## src/hw/rtl/srs_pkg.sv

```systemverilog
`default_nettype none

package srs_pkg;

  localparam int unsigned SCORE_W = 8;
  localparam int unsigned IDX_W   = 6;
  localparam int unsigned RANK_W  = 7;

  typedef struct packed {
    logic load;
    logic start;
    logic emit;
    logic clear;
  } srs_cmd_t;

  typedef struct packed {
    logic busy;
    logic found;
    logic last;
  } srs_sts_t;

endpackage

`default_nettype wire

```

## src/hw/rtl/srs_ram.sv

```systemverilog
`default_nettype none

module srs_ram #(
  parameter int unsigned WIDTH = 8,
  parameter int unsigned DEPTH = 64
) (
  input  wire logic                     clk_i,
  input  wire logic                     we_i,
  input  wire logic [$clog2(DEPTH)-1:0] waddr_i,
  input  wire logic [WIDTH-1:0]         wdata_i,
  input  wire logic [$clog2(DEPTH)-1:0] raddr_i,
  output logic      [WIDTH-1:0]         rdata_o
);

  logic [WIDTH-1:0] mem_q [DEPTH];
  logic [WIDTH-1:0] rdata_q;

  always_ff @(posedge clk_i) begin
    if (we_i) begin
      mem_q[waddr_i] <= wdata_i;
    end
    rdata_q <= mem_q[raddr_i];
  end

  assign rdata_o = rdata_q;

endmodule

`default_nettype wire

```

## src/hw/rtl/srs_datapath.sv

```systemverilog
`default_nettype none

module srs_datapath #(
  parameter int unsigned MAX_ENTRIES = 64
) (
  input  wire logic                          clk_i,
  input  wire logic                          rst_ni,
  input  wire srs_pkg::srs_cmd_t             cmd_i,
  output srs_pkg::srs_sts_t                  sts_o,
  input  wire logic [srs_pkg::SCORE_W-1:0]   score_i,
  output logic      [srs_pkg::IDX_W-1:0]     entry_index_o,
  output logic      [srs_pkg::SCORE_W-1:0]   entry_score_o,
  output logic      [srs_pkg::RANK_W-1:0]    rank_o,
  output logic                               final_res_o
);
  import srs_pkg::*;

  localparam int unsigned ADDR_W = $clog2(MAX_ENTRIES);
  localparam int unsigned CNT_W  = $clog2(MAX_ENTRIES + 1);

  logic [CNT_W-1:0]       cnt_q, cnt_d;
  logic [CNT_W-1:0]       nz_q, nz_d;
  logic [RANK_W-1:0]      rank_q, rank_d;
  logic [MAX_ENTRIES-1:0] done_q, done_d;
  logic                   active_q, active_d;
  logic [CNT_W-1:0]       rd_ptr_q, rd_ptr_d;
  logic                   rd_vld_q, rd_vld_d;
  logic [ADDR_W-1:0]      rd_idx_q;
  logic [SCORE_W-1:0]     best_score_q, best_score_d;
  logic [ADDR_W-1:0]      best_idx_q, best_idx_d;
  logic [IDX_W-1:0]       out_idx_q;
  logic [SCORE_W-1:0]     out_score_q;
  logic [RANK_W-1:0]      out_rank_q;
  logic                   out_final_q;

  logic                   we;
  logic                   issue;
  logic [SCORE_W-1:0]     rd_data;
  logic [RANK_W-1:0]      next_rank;

  assign we        = cmd_i.load && (cnt_q < CNT_W'(MAX_ENTRIES));
  assign issue     = active_q && (rd_ptr_q < cnt_q);
  assign next_rank = rank_q + RANK_W'(1);

  srs_ram #(
    .WIDTH(SCORE_W),
    .DEPTH(MAX_ENTRIES)
  ) u_store (
    .clk_i  (clk_i),
    .we_i   (we),
    .waddr_i(cnt_q[ADDR_W-1:0]),
    .wdata_i(score_i),
    .raddr_i(rd_ptr_q[ADDR_W-1:0]),
    .rdata_o(rd_data)
  );

  always_comb begin
    cnt_d        = cnt_q;
    nz_d         = nz_q;
    rank_d       = rank_q;
    done_d       = done_q;
    active_d     = active_q;
    rd_ptr_d     = rd_ptr_q;
    rd_vld_d     = issue;
    best_score_d = best_score_q;
    best_idx_d   = best_idx_q;

    if (we) begin
      cnt_d = cnt_q + CNT_W'(1);
      if (score_i != '0) begin
        nz_d = nz_q + CNT_W'(1);
      end
    end

    if (active_q) begin
      if (issue) begin
        rd_ptr_d = rd_ptr_q + CNT_W'(1);
      end else begin
        active_d = 1'b0;
      end
    end

    if (rd_vld_q && !done_q[rd_idx_q] && (rd_data > best_score_q)) begin
      best_score_d = rd_data;
      best_idx_d   = rd_idx_q;
    end

    if (cmd_i.start) begin
      active_d     = 1'b1;
      rd_ptr_d     = '0;
      best_score_d = '0;
      best_idx_d   = '0;
    end

    if (cmd_i.emit) begin
      done_d[best_idx_q] = 1'b1;
      rank_d             = next_rank;
    end

    if (cmd_i.clear) begin
      cnt_d  = '0;
      nz_d   = '0;
      rank_d = '0;
      done_d = '0;
    end
  end

  always_ff @(posedge clk_i or negedge rst_ni) begin
    if (!rst_ni) begin
      cnt_q    <= '0;
      nz_q     <= '0;
      rank_q   <= '0;
      done_q   <= '0;
      active_q <= 1'b0;
      rd_ptr_q <= '0;
      rd_vld_q <= 1'b0;
    end else begin
      cnt_q    <= cnt_d;
      nz_q     <= nz_d;
      rank_q   <= rank_d;
      done_q   <= done_d;
      active_q <= active_d;
      rd_ptr_q <= rd_ptr_d;
      rd_vld_q <= rd_vld_d;
    end
  end

  always_ff @(posedge clk_i) begin
    rd_idx_q     <= rd_ptr_q[ADDR_W-1:0];
    best_score_q <= best_score_d;
    best_idx_q   <= best_idx_d;
    if (cmd_i.emit) begin
      out_idx_q   <= IDX_W'(best_idx_q);
      out_score_q <= best_score_q;
      out_rank_q  <= next_rank;
      out_final_q <= (next_rank == RANK_W'(nz_q));
    end
  end

  assign sts_o.busy  = active_q || rd_vld_q;
  assign sts_o.found = (best_score_q != '0);
  assign sts_o.last  = out_final_q;

  assign entry_index_o = out_idx_q;
  assign entry_score_o = out_score_q;
  assign rank_o        = out_rank_q;
  assign final_res_o   = out_final_q;

  a_emit_nonzero : assert property (@(posedge clk_i) disable iff (!rst_ni)
    cmd_i.emit |-> (best_score_q != '0) && !done_q[best_idx_q])
    else $error("emit of a zero or already ranked entry");

  a_rank_bound : assert property (@(posedge clk_i) disable iff (!rst_ni)
    RANK_W'(nz_q) >= rank_q)
    else $error("rank count beyond non-zero entries");

  a_count_bound : assert property (@(posedge clk_i) disable iff (!rst_ni)
    (cnt_q <= CNT_W'(MAX_ENTRIES)) && (nz_q <= cnt_q))
    else $error("entry counts out of range");

endmodule

`default_nettype wire

```

## src/hw/rtl/srs_ctrl.sv

```systemverilog
`default_nettype none

module srs_ctrl (
  input  wire logic              clk_i,
  input  wire logic              rst_ni,
  input  wire logic              in_valid_i,
  input  wire logic              last_entry_i,
  output logic                   in_ready_o,
  output logic                   out_valid_o,
  input  wire logic              out_ready_i,
  output srs_pkg::srs_cmd_t      cmd_o,
  input  wire srs_pkg::srs_sts_t sts_i
);
  import srs_pkg::*;

  typedef enum logic [1:0] {
    ST_LOAD,
    ST_START,
    ST_SCAN,
    ST_EMIT
  } state_e;

  state_e state_q, state_d;
  logic   in_ready_q, in_ready_d;
  logic   out_valid_q, out_valid_d;

  always_comb begin
    state_d     = state_q;
    in_ready_d  = in_ready_q;
    out_valid_d = out_valid_q;
    cmd_o       = '0;
    case (state_q)
      ST_LOAD: begin
        if (in_valid_i && in_ready_q) begin
          cmd_o.load = 1'b1;
          if (last_entry_i) begin
            state_d    = ST_START;
            in_ready_d = 1'b0;
          end
        end
      end
      ST_START: begin
        cmd_o.start = 1'b1;
        state_d     = ST_SCAN;
      end
      ST_SCAN: begin
        if (!sts_i.busy) begin
          if (sts_i.found) begin
            cmd_o.emit  = 1'b1;
            state_d     = ST_EMIT;
            out_valid_d = 1'b1;
          end else begin
            cmd_o.clear = 1'b1;
            state_d     = ST_LOAD;
            in_ready_d  = 1'b1;
          end
        end
      end
      ST_EMIT: begin
        if (out_ready_i) begin
          out_valid_d = 1'b0;
          if (sts_i.last) begin
            cmd_o.clear = 1'b1;
            state_d     = ST_LOAD;
            in_ready_d  = 1'b1;
          end else begin
            state_d = ST_START;
          end
        end
      end
      default: begin
        state_d     = ST_LOAD;
        in_ready_d  = 1'b1;
        out_valid_d = 1'b0;
      end
    endcase
  end

  always_ff @(posedge clk_i or negedge rst_ni) begin
    if (!rst_ni) begin
      state_q     <= ST_LOAD;
      in_ready_q  <= 1'b1;
      out_valid_q <= 1'b0;
    end else begin
      state_q     <= state_d;
      in_ready_q  <= in_ready_d;
      out_valid_q <= out_valid_d;
    end
  end

  assign in_ready_o  = in_ready_q;
  assign out_valid_o = out_valid_q;

  a_ready_in_load : assert property (@(posedge clk_i) disable iff (!rst_ni)
    in_ready_q == (state_q == ST_LOAD))
    else $error("input ready outside load phase");

  a_valid_in_emit : assert property (@(posedge clk_i) disable iff (!rst_ni)
    out_valid_q == (state_q == ST_EMIT))
    else $error("output valid outside emit phase");

  a_one_cmd : assert property (@(posedge clk_i) disable iff (!rst_ni)
    $onehot0({cmd_o.load, cmd_o.start, cmd_o.emit, cmd_o.clear}))
    else $error("more than one datapath command");

endmodule

`default_nettype wire

```

## src/hw/rtl/score_rank_sorter_top.sv

```systemverilog
// Score rank sorter.
// Input channel (in_valid_i/in_ready_o): one score per item, loaded in index
// order into a store of MAX_ENTRIES entries; loads past a full store are
// dropped. An item with last_entry_i set is loaded and then starts ranking.
// Input ready is high only while the block loads a set.
// Output channel (out_valid_o/out_ready_i): one item per non-zero score, in
// descending score order, equal scores by ascending index, with a 1-based
// rank; final_res_o marks the last one. An all-zero or empty set gives none.
// Each result takes one scan over the n loaded entries of the store memory;
// valid rises after that scan, so a set with k non-zero scores takes k scans
// plus receiver stall time. The block loads one item per cycle while input
// ready is high.
// A stalled receiver holds the result register and the scan waits.
// After the final result, or after a scan that finds nothing, the set is
// emptied and the next input item starts a new set.
// Reset empties the set and returns to loading; store contents need none.
`default_nettype none

module score_rank_sorter_top #(
  parameter int unsigned MAX_ENTRIES = 64
) (
  input  wire logic                          clk_i,
  input  wire logic                          rst_ni,
  input  wire logic                          in_valid_i,
  output logic                               in_ready_o,
  input  wire logic [srs_pkg::SCORE_W-1:0]   score_i,
  input  wire logic                          last_entry_i,
  output logic                               out_valid_o,
  input  wire logic                          out_ready_i,
  output logic      [srs_pkg::IDX_W-1:0]     entry_index_o,
  output logic      [srs_pkg::SCORE_W-1:0]   entry_score_o,
  output logic      [srs_pkg::RANK_W-1:0]    rank_o,
  output logic                               final_res_o
);
  import srs_pkg::*;

  srs_cmd_t cmd;
  srs_sts_t sts;

  srs_ctrl u_ctrl (
    .clk_i       (clk_i),
    .rst_ni      (rst_ni),
    .in_valid_i  (in_valid_i),
    .last_entry_i(last_entry_i),
    .in_ready_o  (in_ready_o),
    .out_valid_o (out_valid_o),
    .out_ready_i (out_ready_i),
    .cmd_o       (cmd),
    .sts_i       (sts)
  );

  srs_datapath #(
    .MAX_ENTRIES(MAX_ENTRIES)
  ) u_datapath (
    .clk_i        (clk_i),
    .rst_ni       (rst_ni),
    .cmd_i        (cmd),
    .sts_o        (sts),
    .score_i      (score_i),
    .entry_index_o(entry_index_o),
    .entry_score_o(entry_score_o),
    .rank_o       (rank_o),
    .final_res_o  (final_res_o)
  );

endmodule

`default_nettype wire
```

## config.mk

```make
export PLATFORM = sky130hd
export DESIGN_NAME = score_rank_sorter_top
export DESIGN_NICKNAME = d
export VERILOG_FILES = /design/src/hw/rtl/srs_pkg.sv /design/src/hw/rtl/srs_ram.sv /design/src/hw/rtl/srs_datapath.sv /design/src/hw/rtl/srs_ctrl.sv /design/src/hw/rtl/score_rank_sorter_top.sv
export SDC_FILE = /design/constraint.sdc
export NUM_CORES = 1
export LEC_CHECK = 0
export BUFFER_PORTS_ARGS = -buffer_cell sky130_fd_sc_hd__buf_2
export CORE_ASPECT_RATIO = 1.4
export CORE_MARGIN = 4
export CORE_UTILIZATION = 63
export CTS_BUF_LIST = sky130_fd_sc_hd__clkbuf_8 sky130_fd_sc_hd__clkbuf_16
export DETAILED_ROUTE_END_ITERATION = 7
export GPL_TIMING_DRIVEN = 0
export PLACE_DENSITY = 0.8
export SYNTH_ARGS = -nofsm -noshare
export SYNTH_HDL_FRONTEND = slang
export SYNTH_HIERARCHICAL = 1
export SYNTH_SLANG_ARGS = --single-unit
```

## constraint.sdc

```tcl
create_clock -name clk_i -period 3.5 [get_ports clk_i]
set_input_delay 0.35 -clock clk_i [delete_from_list [all_inputs] [get_ports clk_i]]
set_output_delay 0.35 -clock clk_i [all_outputs]
set_load 0.01 [all_outputs]
```

==> results.json <==
{
  "yosysWarningCount": 6,
  "clk_latency_ns": 0.62,
  "grt_pass1_vias": 15500,
  "worstMarginPinSlew_ns": 1.33,
  "final_cells": 2251,
  "grt_pass1_wl_mm": 99.0,
  "rr_endpoint": "u_datapath/u_store/mem_q[44][6]",
  "stdcell_area_um2": 29800,
  "antenna_cells": 0,
  "worst_path_max_delay_cell": "nor2_2",
  "p_int_w": 0.0144,
  "port-buffer-count": 36,
  "cap_violations": 0,
  "r2r-start": "u_ctrl/in_ready_o",
  "cts.path.max_buffers": 3,
  "gp_congestion": 0.941,
  "fin_crit_sh_pct": 100,
  "max_freq_mhz": 286,
  "ys_seq_area_share_pct": 71.2,
  "core_um2": 42100,
  "p_leak_nw": 9.96,
  "holdPathEnd": "u_ctrl/state_q[1]",
  "critPathCaptureType": "register",
  "drc": 0,
  "path_cells": "nand2_1, nor3_1, nor2b_1, clkbuf_2, nor2b_1, nand2_1, nor2_2",
  "clk_pin_slew_ns": 0.06,
  "netlist_instances": 1555,
  "via_count": 15300,
  "htree_levels": 2,
  "ant_nets": 0,
  "start_util_pct": 63.6,
  "cts_made_buffers": 59,
  "startpoint_type": "register",
  "dpl_cell_area_um2": 27600,
  "switchingPower_w": 0.00592,
  "p_seq_share_pct": 45.0,
  "antenna_found_initial": 0,
  "die_area_um2": 45900,
  "rrSetupSlack_ns": 0.0006,
  "cp_max_fo": 15,
  "multi_input_area_um2": 7280,
  "grt_max_degree": 74,
  "clockRootBuffer": "clkbuf_16",
  "p_per_area_nw_per_um2": 683,
  "finalHoldViolCount": 0,
  "cp_top_family": "simple AND/OR/NAND/NOR gates",
  "placementRows": 89,
  "fin_nets": 1685,
  "combPwrFrac_pct": 23.1,
  "p_total_w": 0.0203,
  "tritoncts": "done",
  "synth-seq-cells": 660,
  "synthArstFlopShare_pct": 14.8,
  "worstPathArrival_ns": 3.74,
  "hold_ws_ns": 0.112,
  "drtPass1Iterations": 6,
  "avgSynthCellArea_um2": 17.2,
  "slew_headroom_pct": 10.5,
  "drt-initial-drc-count": 1932,
  "fin_tns_setup_ns": 0,
  "io_pins": 37,
  "vias_per_cell": 6.79,
  "mostFrequentLayoutCells": "534 x edfxtp_1, 145 x nor2_1, 137 x mux4_2",
  "layout_min_cycle_time_ns": 3.50,
  "syn_nets": 1586,
  "die_x_um": 182,
  "hold_path_depth": 3,
  "hold_start": "out_ready_i",
  "clock-sinks": 660,
  "synthFlopType": "edfxtp_1",
  "area_delta_synth_final_pct": 11.3,
  "dp_cells": 2138,
  "dp_hpwl_mm": 42.1,
  "clock_skew_ns": 0.0168,
  "grt_overflow": 0,
  "cp_num_buf_inv": 1,
  "switching_share_pct": 29.1,
  "setup_violations": 0,
  "mostFrequentLayoutCell": "edfxtp_1",
  "required_ns": 3.74,
  "drive_gt1_share_pct": 21.8,
  "clock_power_share_pct": 31.9,
  "synth_edf_count": 534,
  "peakVddDrop_mv": 0.467,
  "path_class": "register to register",
  "die_y_um": 252,
  "register_area_um2": 19000,
  "slowest_delay_ns": 0.73,
  "reg2reg_depth": 7,
  "drv_slew": 0,
  "wl_per_cell_um": 29.3,
  "fill_cells": 2498,
  "hold_path_class": "input port to register",
  "syn_area_um2": 26800,
  "yosysUniqueCellTypes": 64,
  "status": "completed",
  "wl_mm": 66.0,
  "track_usage_pct": 29.2
}
cells in the mapped netlist, types with 11 or more instances:
cell type,instances,share of area (%)
mux2_2,15,0.63
xor2_1,16,0.52
nand2b_1,44,1.0
nor2_1,186,2.6
nand2_1,40,0.56
dfxtp_1,28,2.1
buf_1,11,0.15
mux4_2,137,12
nand4_1,19,0.44
a21oi_1,77,1.4
dfrtp_1,97,9.1
mux2i_1,45,1.7
edfxtp_1,534,60
nand3_1,20,0.37
nor3_1,14,0.26
buf_4,14,0.39
inv_1,21,0.29
ha_1,18,0.84
nor2b_1,29,0.68
buf_2,12,0.22
xnor2_1,11,0.36
clkbuf_1,36,0.51
power by group through the flow:
stage / sequential [W] / clock, W / combinational [W]
6_report: 0.00916 / 0.00648 / 0.00469
5_1_grt: 0.00918 / 0.00691 / 0.00496
4_1_cts: 0.00915 / 0.00657 / 0.00463
3_5_place_dp: 0.00932 / 0 / 0.00459
3_3_place_gp: 0.00929 / 0 / 0.00449
2_1_floorplan: 0.00926 / 0 / 0.00307
tightest hold or removal path: cells and delay by family:
kind | cells | cell delay [ns]
AO/OA/AOI/OAI | 1 | 0.12
buffers and inverters | 1 | 0.11
AND/OR/NAND/NOR | 1 | 0.10
how the worst max path moves through the flow:
stage,startpoint,endpoint,slack [ns],depth (start not counted)
finish,u_ctrl/in_ready_o,u_datapath/u_store/mem_q[44][6],0.0006,7
floorplan,u_ctrl/in_ready_o,u_datapath/u_store/mem_q[62][0],0.95,7
global route,u_ctrl/in_ready_o,u_datapath/u_store/mem_q[44][6],-0.04,7
detailed placement,u_ctrl/in_ready_o,u_datapath/u_store/mem_q[22][0],-0.19,7
global placement,u_ctrl/in_ready_o,u_datapath/u_store/mem_q[46][6],-0.14,7
CTS,u_ctrl/in_ready_o,u_datapath/u_store/mem_q[22][6],-0.18,7
metal layers:
metal	up-vias	share of wire, %	GRT usage [%]
met5	-	0	0
met4	0	6.7	15.3
met3	264	8.7	5.25
met2	987	51	49.5
met1	7746	34	36.5
li1	6278	-	-
area by class of cell:
type                       instances  area share (%)
timing repair buffer              39           0.765
clock inverter                    51            1.53
sequential                       660            64.0
tap                              546            2.29
multi-input combinational        789            24.5
buffer                            84            1.66
clock buffer                      61            5.05
inverter                          21           0.265
per-stage QoR:
step	worst slack, ns	utilization [%]
after floorplan	0.952	-
after global placement	-0.136	65.6
after detailed placement	-0.192	65.7
after CTS	-0.177	70.5
after global routing	-0.0409	70.7
final	0.000647	70.7
what timing repair did:
| action | CTS | global route |
|---|---|---|
| hold buffers | 1 | 0 |
| hold endpoints to repair | 25 | 0 |
| setup endpoints to repair | 185 | 453 |
| pin swaps | 0 | 1 |
| gates resized for setup | 17 | 36 |
| buffers inserted | 0 | 1 |
sequential cells by signal (all words and copies together), names as in the netlist, 6 cells and up:
name / flops
u_datapath/best_idx_q: 6
u_datapath/best_score_q: 8
u_datapath/cnt_q: 7
u_datapath/done_q: 64
u_datapath/entry_index_o: 6
u_datapath/entry_score_o: 8
u_datapath/nz_q: 7
u_datapath/rank_o: 7
u_datapath/rank_q: 7
u_datapath/rd_idx_q: 6
u_datapath/rd_ptr_q: 7
u_datapath/u_store/mem_q: 512
u_datapath/u_store/rdata_o: 8
cells by family (layout without fill, tap and decap cells):
| logic type | count (synthesis) | count (layout) | synth area share [%] |
|---|---|---|---|
| flops | 660 | 660 | 71.2 |
| xor+xnor | 27 | 27 | 0.884 |
| mux | 204 | 204 | 14.3 |
| compound gates | 158 | 158 | 3.77 |
| buf+inv | 106 | 256 | 2.14 |
| fa+ha+maj | 18 | 18 | 0.842 |
| simple gates | 382 | 382 | 6.84 |
No activity file was read; power rests on OpenSTA's default activity.
